$ cat src/rtl/core/htw_pkg.sv
// ----------------------------------------------------------------------------
// htw_pkg
// Types and constants shared by the timing wheel controller and its cells.
// ----------------------------------------------------------------------------
package htw_pkg;

  localparam int ID_W    = 6;
  localparam int ROT_W   = 16;
  localparam int SLOT_IN_W = 6;
  localparam int DELAY_W = 6;
  localparam logic [DELAY_W-1:0] DELAY_RESET = 6'd3;

  // command codes carried in the mode field
  typedef enum logic [1:0] {
    MODE_ADD     = 2'd0,
    MODE_REMOVE  = 2'd1,
    MODE_REFRESH = 2'd2,
    MODE_TICK    = 2'd3
  } htw_mode_e;

  // controller states
  typedef enum logic [1:0] {
    ST_IDLE   = 2'd0,
    ST_CMD    = 2'd1,
    ST_SCAN   = 2'd2,
    ST_FINISH = 2'd3
  } htw_state_e;

  // input word
  typedef struct packed {
    htw_mode_e             mode;
    logic [ID_W-1:0]       timer_id;
    logic [SLOT_IN_W-1:0]  slot;
    logic [ROT_W-1:0]      rotation;
  } htw_in_t;

  // output word
  typedef struct packed {
    logic [ID_W-1:0] timer_id_res;
    logic            expired;
    logic            status;
    logic            last;
  } htw_out_t;

  // broadcast control from the controller to every cell
  typedef struct packed {
    logic             wr_add;
    logic             wr_remove;
    logic             wr_refresh;
    logic             step;
    logic [ID_W-1:0]  timer_id;
    logic [ROT_W-1:0] rotation;
  } htw_cell_ctl_t;

endpackage

$ cat src/rtl/core/htw_cell.sv
// ----------------------------------------------------------------------------
// htw_cell
// One timer entry of the wheel: active flag, slot and rotation count, plus
// the scan token that walks from cell to cell during a tick.
// ----------------------------------------------------------------------------
module htw_cell #(
  parameter int IDX    = 0,
  parameter int SLOT_W = 6
) (
  input  logic                  clk_i,
  input  logic                  rst_ni,
  input  htw_pkg::htw_cell_ctl_t ctl_i,
  input  logic [SLOT_W-1:0]     add_slot_i,
  input  logic [SLOT_W-1:0]     refresh_slot_i,
  input  logic [SLOT_W-1:0]     cur_slot_i,
  input  logic                  tok_i,
  output logic                  tok_o,
  output logic                  sel_active_o,
  output logic                  expire_o
);
  import htw_pkg::*;

  logic               active_q, active_d;
  logic [SLOT_W-1:0]  slot_q, slot_d;
  logic [ROT_W-1:0]   rot_q, rot_d;
  logic               tok_q, tok_d;
  logic               sel;
  logic               hit;

  // addressed by the current command
  assign sel = (ctl_i.timer_id == ID_W'(IDX));

  // token holder with a timer in the current slot
  assign hit = tok_q && active_q && (slot_q == cur_slot_i);

  assign expire_o     = hit && (rot_q == '0);
  assign sel_active_o = sel && active_q;
  assign tok_o        = tok_q;

  // entry update
  always_comb begin
    active_d = active_q;
    slot_d   = slot_q;
    rot_d    = rot_q;
    tok_d    = tok_q;
    if (ctl_i.step) begin
      tok_d = tok_i;
      if (hit) begin
        if (rot_q != '0) begin
          rot_d = rot_q - ROT_W'(1);
        end else begin
          active_d = 1'b0;
        end
      end
    end
    if (sel && ctl_i.wr_add) begin
      active_d = 1'b1;
      slot_d   = add_slot_i;
      rot_d    = ctl_i.rotation;
    end
    if (sel && ctl_i.wr_remove) begin
      active_d = 1'b0;
    end
    if (sel && ctl_i.wr_refresh) begin
      slot_d = refresh_slot_i;
      rot_d  = '0;
    end
  end

  // control flags
  always_ff @(posedge clk_i or negedge rst_ni) begin
    if (!rst_ni) begin
      active_q <= 1'b0;
      tok_q    <= 1'b0;
    end else begin
      active_q <= active_d;
      tok_q    <= tok_d;
    end
  end

  // timer payload, meaningful only while active
  always_ff @(posedge clk_i) begin
    slot_q <= slot_d;
    rot_q  <= rot_d;
  end

endmodule

$ cat config.mk
export PLATFORM = sky130hd
export DESIGN_NAME = htw_cell
export DESIGN_NICKNAME = d
export VERILOG_FILES = /design/src/rtl/core/htw_pkg.sv /design/src/rtl/core/htw_cell.sv
export SDC_FILE = /design/constraint.sdc
export NUM_CORES = 1
export LEC_CHECK = 0
export ABC_CLOCK_PERIOD_IN_PS = 3800
export BUFFER_PORTS_ARGS = -buffer_cell sky130_fd_sc_hd__clkbuf_2
export CORE_MARGIN = 4
export CORE_UTILIZATION = 52
export DETAILED_ROUTE_END_ITERATION = 8
export MAX_ROUTING_LAYER = met4
export PLACE_DENSITY = 0.93
export SYNTH_ARGS = -nofsm -noshare
export SYNTH_HDL_FRONTEND = slang
export SYNTH_SLANG_ARGS = --single-unit
$ cat constraint.sdc
create_clock -name clk_i -period 3.8 [get_ports clk_i]
set_input_delay 0.76 -clock clk_i [delete_from_list [all_inputs] [get_ports clk_i]]
set_output_delay 0.76 -clock clk_i [all_outputs]
set_load 0.005 [all_outputs]
==> summary.md, run 1 <==
| Metric | Value |
|---|---|
| Share of post-route cells with drive strength above 1 | `around a third` |
| CTS tree | `built` |
| Kind of critical path | `primary input to output port` |
| Via/cell ratio | `approximately 5.6` |
| Pwr dens | `382 mW/mm2` |
| Vias | `1226` |
| Cell chain of the critical path | `clkbuf_2 -> or4_1 -> nor3_1 -> and2_1 -> clkbuf_2` |
| FMAX | `0.359 GHz` |
| Crit path max fanout | `5` |
| # diodes | `0` |
| Routed len/inst | `roughly 15 um` |
| Fin Hold WS | `200 ps` |
| Mapped Area | `~0.0014 mm2` |
| Post-Route Skew | `~4.2 ps` |
| CP arrival | `between 2000 and 2500 ps` |
| Syn Area/Cell | `~9.7 um2` |
| Seq. cell area | `roughly 550 um2` |
| Starting DRT DRC Count | `33` |
| Area taken by multi-input logic gates | `about 770 um2` |
| Grt ovf | `0` |
| Max-cap viol count | `0` |
| Distinct cells, synth | `34` |
| Maximum root-to-sink buffer count | `2` |
| Min-delay worst type | `primary input to asynchronous set/reset pin` |
| PostCTS Resize Cnt | `0` |
| GPL Wtd Cong | `between 0.8 and 0.9` |
| Maximum vdd ir drop | `about 0.38 mV` |
| Reg-to-reg setup timing slack | `1410 ps` |
| Static Leak | `between 0.0006 and 0.0007 uW` |
| Routed Antenna Nets | `0` |
| Count of final setup violators | `0` |
| Core Footprint | `0.00248 mm2` |
| Vias in the first global route | `1240` |
| Die Span Y | `between 50 and 60 um` |
| Die X | `a little under 60 um` |
| Crit start category | `primary input` |
| Largest net degree at the start of global routing | `23` |
| Place WS | `between 700 and 800 ps` |
| Setup tns final | `0 ps` |
| Final Hold Viols | `0` |
| Port Buffer Count | `49` |
| Critical Path RT | `between 3000 and 4000 ps` |
| Final worst setup slack | `between 1000 and 1500 ps` |
| Synth Warn # | `0` |
| Root buf cell | `clkbuf_4` |
| Nets | `around 240` |
| DRT Pass-1 Iters | `4` |
| Clock sinks | `24` |
| GR Util All Layers | `between 20% and 30%` |
| Final Max Slew Viols | `0` |
| Core Rows | `18` |
| Minimum clock period | `around 2800 ps` |
| Post-CTS Setup Bufs | `0` |
| Initial antenna violation count | `0` |
| TritonCTS Buffers | `3` |
| Endpoint class of the critical path | `output port` |
| First-pass GRT wire length | `around 5.3 mm` |
| Number of remaining DRC errors | `0` |
| Clock latency on the worst-skew pair | `approximately 320 ps` |
| Final core occ | `between 60% and 70%` |
| Status | `finished clean` |
| Worst path slowest cell | `or4_1` |
| Post-Syn Nets | `188` |
| Hold buffers post-CTS | `0` |
| Gate Count Post-Synth | `140` |
| P&R area growth vs syn | `21.0%` |
| # IOs | `50` |
| Wirelength, routed | `around 3.2 mm` |
| RSZ-0062 raised after global routing | `false` |
| Initial core utilization | `a little under three fifths` |
| H-tree Lvls | `1` |
| Relative slew slack | `a little over half` |
| Sequential fraction of the synthesis area | `between 40% and 50%` |
| Power after layout | `630 uW` |
| Synthesized flop and latch total | `24` |
| Cell mode on critical path | `clkbuf_2` |
| Number of fill cells in the layout | `slightly below 200` |
| Period utilization | `73.3%` |
| Die area | `about 0.0035 mm2` |
| Post-DP HPWL | `between 2 and 3 mm` |
| Clock-pin slew on the worst setup and hold paths | `130 ps` |
| Crit-path max cell delay | `approximately 500 ps` |
| Least-Margin Pin Slew | `between 700 and 800 ps` |
## Yosys cell counts, drive strengths merged
cell / count / area (um2)
xnor2: 18 / 158
nand4: 3 / 18.8
a2111o: 1 / 21.3
nand3b: 1 / 7.51
buf: 1 / 11.3
mux2i: 2 / 20.0
or3: 2 / 12.5
and2: 1 / 6.26
nor2: 5 / 18.8
nand3: 2 / 10.0
edfxtp: 6 / 180
ha: 1 / 12.5
inv: 4 / 15.0
a22oi: 1 / 7.51
a21oi: 16 / 80.1
xor2: 3 / 26.3
dfrtp: 2 / 50.1
or2: 2 / 12.5
nor4: 9 / 90.1
o31ai: 1 / 7.51
mux2: 7 / 78.8
clkbuf: 5 / 18.8
nor3: 8 / 60.1
dfxtp: 16 / 320
o21ai: 15 / 75.1
or4: 2 / 18.8
nand2: 5 / 18.8
and3: 1 / 6.26
## cell families after synthesis
group	share of synthesized area, %
and+or+nand+nor	20.6
buffers and inverters	3.31
xor gates and xnor gates	13.5
AOI/OAI and AO/OA	14.1
DFF	40.4
muxes	7.25
adders and majority gates	0.918
## critical path, delay by kind of cell
family | cells | cell delay (ps)
buf+inv | 2 | 190
simple gates | 3 | 1070
## sequential cells by signal, indices dropped and copies added (netlist names)
signal	count
rot_q	16
slot_q	6
active_q	1
tok_o	1
## worst paths after layout
check | start | to | depth (start not counted)
hold / removal | rst_ni | active_q | 1
setup / recovery | ctl_i[19] | sel_active_o | 5
setup reg to reg | slot_q[2] | rot_q[11] | 6
min in group clk_i | tok_o | tok_o | 1
hold reg to reg | tok_o | tok_o | 1
max in group asynchronous | rst_ni | tok_o | 1
## where the power goes
part           total (uW)  switching [uW]  leakage [uW]  internal, uW
Combinational         164            81.0      0.000467          82.8
Sequential            349            44.4      0.000212           304
Clock                 118            79.3     0.0000154          38.4
Total                 630             205      0.000695           425
## layout by cell type (no fill, tap or decap), drive strengths merged
| master | instances |
|---|---|
| clkinv | 1 |
| ha | 1 |
| a2111o | 1 |
| dfxtp | 16 |
| dfrtp | 2 |
| inv | 4 |
| nand2 | 5 |
| nand4 | 3 |
| mux2 | 7 |
| or3 | 2 |
| and2 | 1 |
| and3 | 1 |
| a22oi | 1 |
| nor4 | 9 |
| a21oi | 16 |
| xor2 | 3 |
| xnor2 | 18 |
| clkbuf | 52 |
| nor3 | 8 |
| nor2 | 5 |
| o31ai | 1 |
| o21ai | 15 |
| nand3 | 2 |
| or2 | 2 |
| nand3b | 1 |
| edfxtp | 6 |
| mux2i | 2 |
| buf | 1 |
| or4 | 2 |
## routing by layer
metal / part of all wire, % / global-route usage [%] / wire length [um] / up-vias
met5: 0 / - / 0 / -
met4: 1.7 / 8.74 / 55 / 0
met3: 3.9 / 2.61 / 126 / 6
met2: 55 / 36.3 / 1770 / 31
met1: 39 / 22.3 / 1250 / 579
li1: - / - / - / 610
## cell type report
class | instances | share of cell area, %
multi-input cells | 106 | 46.5
clock inverters | 1 | 0.228
clock buffers | 3 | 1.37
repair buffers | 50 | 15.3
inverters | 4 | 0.910
flip-flops and latches | 24 | 33.4
well taps | 30 | 2.28
## through the flow
step / cells / instance area (um2)
after floorplan: 140 / 1360
after global placement: 214 / 1620
after detailed placement: 214 / 1620
after CTS: 218 / 1650
after global routing: 218 / 1650
final: 218 / 1650
Power figures use the tool's default switching activity.
==> run 2, diff against run 1 <==
Settings changed: ABC_CLOCK_PERIOD_IN_PS 3800 to 2400, CORE_UTILIZATION 52 to 44, PLACE_DENSITY 0.93 to 0.85.
Clock period 3.8 ns to 2.4 ns, I/O delays scaled along.
==> summary.md, run 2 (synthesis results as in run 1) <==
| Metric | Value |
|---|---|
| Initial antenna violation count | `0` |
| Minimum clock period | `between 2000 and 2500 ps` |
| Crit start category | `flip-flop` |
| Core Footprint | `~0.0029 mm2` |
| Initial core utilization | `a little under half` |
| Critical Path RT | `approximately 1900 ps` |
| Largest net degree at the start of global routing | `33` |
| # IOs | `50` |
| Routed Antenna Nets | `0` |
| FF-to-FF path depth | `6` |
| Stages on worst setup path | `5` |
| Post-Route Skew | `~5.7 ps` |
| GR Util All Layers | `approximately 16%` |
| Count of final setup violators | `0` |
| Crit path to | `expire_o` |
| Wirelength, routed | `about 3.0 mm` |
| # diodes | `0` |
| Non-Filler Instances | `about 220` |
| Static Leak | `around 0.00074 uW` |
| Number of remaining DRC errors | `0` |
| First-pass GRT wire length | `approximately 5 mm` |
| Status | `finished clean` |
| Kind of critical path | `flip-flop to output port` |
| FMAX | `0.419 GHz` |
| Number of fill cells in the layout | `between 200 and 300` |
| Maximum vdd ir drop | `~0.40 mV` |
| CP top delay family | `simple AND/OR/NAND/NOR gates` |
| Crit-path max cell delay | `between 500 and 600 ps` |
| Grt ovf | `0` |
| Worst path slowest cell | `or4_4` |
| Port Buffer Count | `49` |
| Crit path max fanout | `2` |
| Crit Reg-Reg Endpoint | `rot_q[5]` |
| Vias | `about 1.2k` |
| Placed instance count | `218` |
| Die Span Y | `~64 um` |
| Max-cap viol count | `0` |
| Most frequent cells in the layout | `clkbuf_2, xnor2_1, a21oi_1, dfxtp_1, o21ai_1` |
| Min-delay worst type | `primary input to flip-flop` |
| Share of post-route cells with drive strength above 1 | `approximately two fifths` |
| CTS tree | `built` |
| Die X | `around 64 um` |
| H-tree Lvls | `1` |
| Relative slew slack | `around two thirds` |
| FF-to-FF Start | `slot_q[5]` |
| Vias in the first global route | `1193` |
| P&R area growth vs syn | `27.4%` |
| GPL Wtd Cong | `0.812` |
| Commonest non-fill, non-tap cell in the layout | `clkbuf_2` |
| Reg-to-reg setup timing slack | `approximately 80 ps` |
| Regs by FF count | `rot_q (16), slot_q (6)` |
| Post-CTS Setup Bufs | `0` |
| Post-DP HPWL | `about 2.4 mm` |
| Clock-pin slew on the worst setup and hold paths | `between 100 and 150 ps` |
| Die area | `about 0.004 mm2` |
| Root buf cell | `clkbuf_4` |
| Clock sinks | `24` |
| CP arrival | `approximately 1900 ps` |
| Maximum root-to-sink buffer count | `2` |
| Nets | `241` |
| Via/cell ratio | `between 5 and 6` |
| Final Max Slew Viols | `0` |
| Biggest register | `rot_q` |
| RSZ-0062 raised after global routing | `true` |
| Least-Margin Pin Slew | `about 500 ps` |
| Pwr dens | `635 mW/mm2` |
| Routed len/inst | `13.6 um` |
| Cell chain of the critical path | `xor2_1 -> or4_4 -> buf_4 -> nor3_4 -> buf_2` |
| Endpoint class of the critical path | `output port` |
| TritonCTS Buffers | `3` |
| Clock latency on the worst-skew pair | `320 ps` |
| Crit path from | `slot_q[5]` |
| Starting DRT DRC Count | `36` |
| Final core occ | `approximately three fifths` |
| Core Rows | `19` |
| CP bufs+invs | `2` |
| Period utilization | `99.5%` |
| DRT Pass-1 Iters | `4` |
| Final Hold Viols | `0` |
| Largest register FFs | `16` |
[run 2: layout make-up]
type / instances / area (um2) / share of cell area [%]
Clock buffer: 3 / 22.5 / 1.30
Clock inverter: 1 / 30.0 / 1.73
Inverter: 4 / 15.0 / 0.865
Multi-Input combinational cell: 106 / 793 / 45.7
Sequential cell: 24 / 551 / 31.7
Tap cell: 31 / 38.8 / 2.24
Timing Repair Buffer: 54 / 285 / 16.4
[run 2: worst min-delay path by stage]
stage / to / startpoint / depth (start not counted) / slack (ps)
2_1_floorplan: active_q / rst_ni / 0 / 180
3_3_place_gp: tok_o / rst_ni / 1 / 270
3_5_place_dp: tok_o / rst_ni / 1 / 270
4_1_cts: rot_q[1] / ctl_i[23] / 2 / 340
5_1_grt: active_q / ctl_i[24] / 2 / 320
6_report: active_q / ctl_i[24] / 2 / 340
[run 2: power by group]
group | switching [uW] | leakage, uW | internal [uW] | total (uW)
clock network | 120 | 0.0000279 | 169 | 288
registers | 72.9 | 0.000212 | 482 | 554
logic | 123 | 0.000502 | 136 | 260
total | 316 | 0.000742 | 787 | 1100
[run 2: metal layers]
layer,part of all wire (%),global-route usage [%],vias up
met4,2.1,5.12,0
met1,43,20.0,514
li1,-,-,621
met3,4.3,3.73,6
met2,50,26.1,32
met5,0,-,-
[run 2: through the flow]
| stage | total power, uW | instance area [um2] | setup TNS [ps] | hold slack, ps | worst slack (ps) |
|---|---|---|---|---|---|
| 6_report | 1100 | 1740 | 0 | 336 | 12.7 |
| 2_1_floorplan | 724 | 1360 | 0 | 184 | 106 |
| 3_3_place_gp | 796 | 1650 | -240 | 267 | -55.3 |
| 3_5_place_dp | 807 | 1650 | -701 | 268 | -109 |
| 5_1_grt | 1180 | 1740 | -98.3 | 323 | -61.2 |
| 4_1_cts | 1100 | 1710 | 0 | 337 | 13.3 |
[run 2: timing repair]
item | in CTS | in global routing
hold endpoints to repair | 2 | 0
setup endpoints to repair | 1 | 3
hold buffers | 1 | 0
resized for setup | 1 | 5
==> run 3, diff against run 2 <==
Settings changed: ABC_AREA from default to 1, CELL_PAD_IN_SITES_DETAIL_PLACEMENT from default to 0, CELL_PAD_IN_SITES_GLOBAL_PLACEMENT from default to 1, CORE_ASPECT_RATIO from default to 1.75, CORE_UTILIZATION 44 to 32, PLACE_DENSITY 0.85 to 0.86.
==> summary.md, run 3 <==
| Metric | Value |
|---|---|
| Core Rows | `36` |
| Synth Flop Type | `dfxtp_1` |
| Crit path max fanout | `5` |
| P&R area growth vs syn | `20.4%` |
| Worst path slowest cell | `dfxtp_1` |
| Clock latency on the worst-skew pair | `between 200 and 300 ps` |
| Initial core utilization | `32.9%` |
| First-pass GRT wire length | `approximately 7.6 mm` |
| Endpoint class of the critical path | `output port` |
| Cell mode on critical path | `inv_1` |
| Commonest non-fill, non-tap cell in the layout | `nand2_1` |
| Critical Path RT | `1920 ps` |
| Die area | `roughly 0.0071 mm2` |
| Synth Warn # | `0` |
| Initial antenna violation count | `0` |
| Final worst setup slack | `about 220 ps` |
| CP bufs+invs | `3` |
| Post-synth EDFFs | `6` |
| Final Max Slew Viols | `0` |
| Largest net degree at the start of global routing | `50` |
| Most frequent cells in the layout | `nand2_1, clkbuf_2, nor2_1` |
| Power after layout | `~1400 uW` |
| Final Hold Viols | `0` |
| Largest register FFs | `16` |
| Status | `finished clean` |
| Routed Antenna Nets | `0` |
| Maximum root-to-sink buffer count | `2` |
| Clock-pin slew on the worst setup and hold paths | `~90 ps` |
| Count of final setup violators | `0` |
| Via/cell ratio | `approximately 4.5` |
| Number of remaining DRC errors | `0` |
| Die X | `between 60 and 70 um` |
| Distinct cells, synth | `24` |
| Core Footprint | `between 0.005 and 0.006 mm2` |
| Syn Area/Cell | `6.15 um2` |
| Most common cell in the netlist | `nand2_1` |
| Area contributors post-synth | `nand2_1, dfxtp_1, edfxtp_1` |
| Static Leak | `0.00117 uW` |
| Min-delay worst type | `primary input to flip-flop` |
| Port Buffer Count | `49` |
| Post-DP HPWL | `roughly 3.6 mm` |
| Pwr dens | `between 600 and 700 mW/mm2` |
| # IOs | `50` |
| Wirelength, routed | `4.70 mm` |
| Kind of critical path | `flip-flop to output port` |
| Period utilization | `between 90% and 100%` |
| Most frequent cells after synthesis | `nand2_1, nor2_1, nand3_1` |
| H-tree Lvls | `1` |
| Cell chain of the critical path | `inv_1 -> ha_2 -> inv_1 -> nor2_1 -> nand3_2 -> nor2_2 -> nand3_1 -> nor3_2 -> clkbuf_2` |
| Vias in the first global route | `around 1.8k` |
| Starting DRT DRC Count | `42` |
| Regs by FF count | `rot_q (16), slot_q (6)` |
| Routed len/inst | `between 10 and 15 um` |
| Gate Count Post-Synth | `~300` |
| GPL Wtd Cong | `0.795` |
| Synth top area share | `20.0%` |
| Relative slew slack | `75.5%` |
| DRT Pass-1 Iters | `4` |
| Biggest register | `rot_q` |
| Post-Syn Nets | `about 350` |
| Grt ovf | `0` |
| Nets | `approximately 400` |
| CP top delay family | `simple AND/OR/NAND/NOR gates` |
| # diodes | `0` |
| Least-Margin Pin Slew | `~360 ps` |
| CP arrival | `about 1700 ps` |
| Minimum clock period | `~2200 ps` |
| Maximum vdd ir drop | `0.194 mV` |
| Fin Hold WS | `~430 ps` |
| GR Util All Layers | `14.0%` |
| TritonCTS Buffers | `3` |
| Place WS | `approximately 440 ps` |
| Crit start category | `flip-flop` |
| Root buf cell | `clkbuf_8` |
| Crit-path max cell delay | `a little over 300 ps` |
| Sequential fraction of the synthesis area | `around 30%` |
| Mapped Area | `0.00184 mm2` |
| Async S/R FF share, synth | `approximately 8.3%` |
| FMAX | `about 0.46 GHz` |
| Max-cap viol count | `0` |
| Synthesized flop and latch total | `24` |
| Die Span Y | `108 um` |
| Post-Route Skew | `between 5 and 6 ps` |
| CTS tree | `built` |
| Vias | `approximately 1.9k` |
| Clock sinks | `24` |
| Share of post-route cells with drive strength above 1 | `~23%` |
| Synth area leader | `nand2_1` |
[run 3: report_power, final]
part	switching [uW]	internal (uW)
combinational	226	172
sequential	84.3	500
clock	145	223
total	455	896
[run 3: cell type report]
cell class	count	area, um2
fillers	668	3370
clock inverters	1	30.0
clock buffers	3	41.3
inverters	35	131
multi-input cells	229	1070
flip-flops and latches	24	551
repair buffers	53	290
well taps	76	95.1
[run 3: per-stage QoR]
step	util (%)	instance area, um2	cells	TNS [ps]
final	39.6	2210	421	0
after global routing	39.6	2210	421	-3.77
after CTS	39.4	2200	421	0
after detailed placement	37.9	2120	416	0
after global placement	37.9	2120	416	0
after floorplan	-	1840	299	0
[run 3: timing repair]
item                       CTS  global route
setup endpoints to repair    0             1
resized for setup            0             4
setup buffers                0             0
hold endpoints to repair     2             0
hold buffers                 1             0
[run 3: kinds of logic after synthesis]
group           after synthesis  share of synthesized area [%]
compound gates               24                           6.54
xor+xnor                      2                          0.953
fa+ha+maj                     1                          0.681
buf+inv                      46                           12.4
flops                        24                           30.0
mux                           7                           4.29
simple gates                195                           45.2
[run 3: final timing paths]
path / from / to / slack, ps / depth (start not counted)
min in group asynchronous: rst_ni / tok_o / 530 / 2
min: tok_i / tok_o / 430 / 2
max reg2reg: rot_q[0] / rot_q[15] / 590 / 10
min reg2reg: tok_o / tok_o / 550 / 1
max in group asynchronous: rst_ni / active_q / 1770 / 2
max: rot_q[0] / expire_o / 220 / 9
[run 3: routing by layer]
metal | part of all wire, % | global-route usage [%]
met1 | 39 | 13.2
met2 | 57 | 28.4
met4 | 1.9 | 5.79
met3 | 2.3 | 0.728
met5 | 0 | -
[run 3: worst register-to-register path: stages (launching register included)]
cell	delay (ps)
dfxtp_1	310
inv_1	80
ha_2	210
nand2_1	90
nor2_2	200
nand3b_1	170
nand3_2	100
buf_4	310
nand3_1	140
nand2_1	80
nor2_1	40
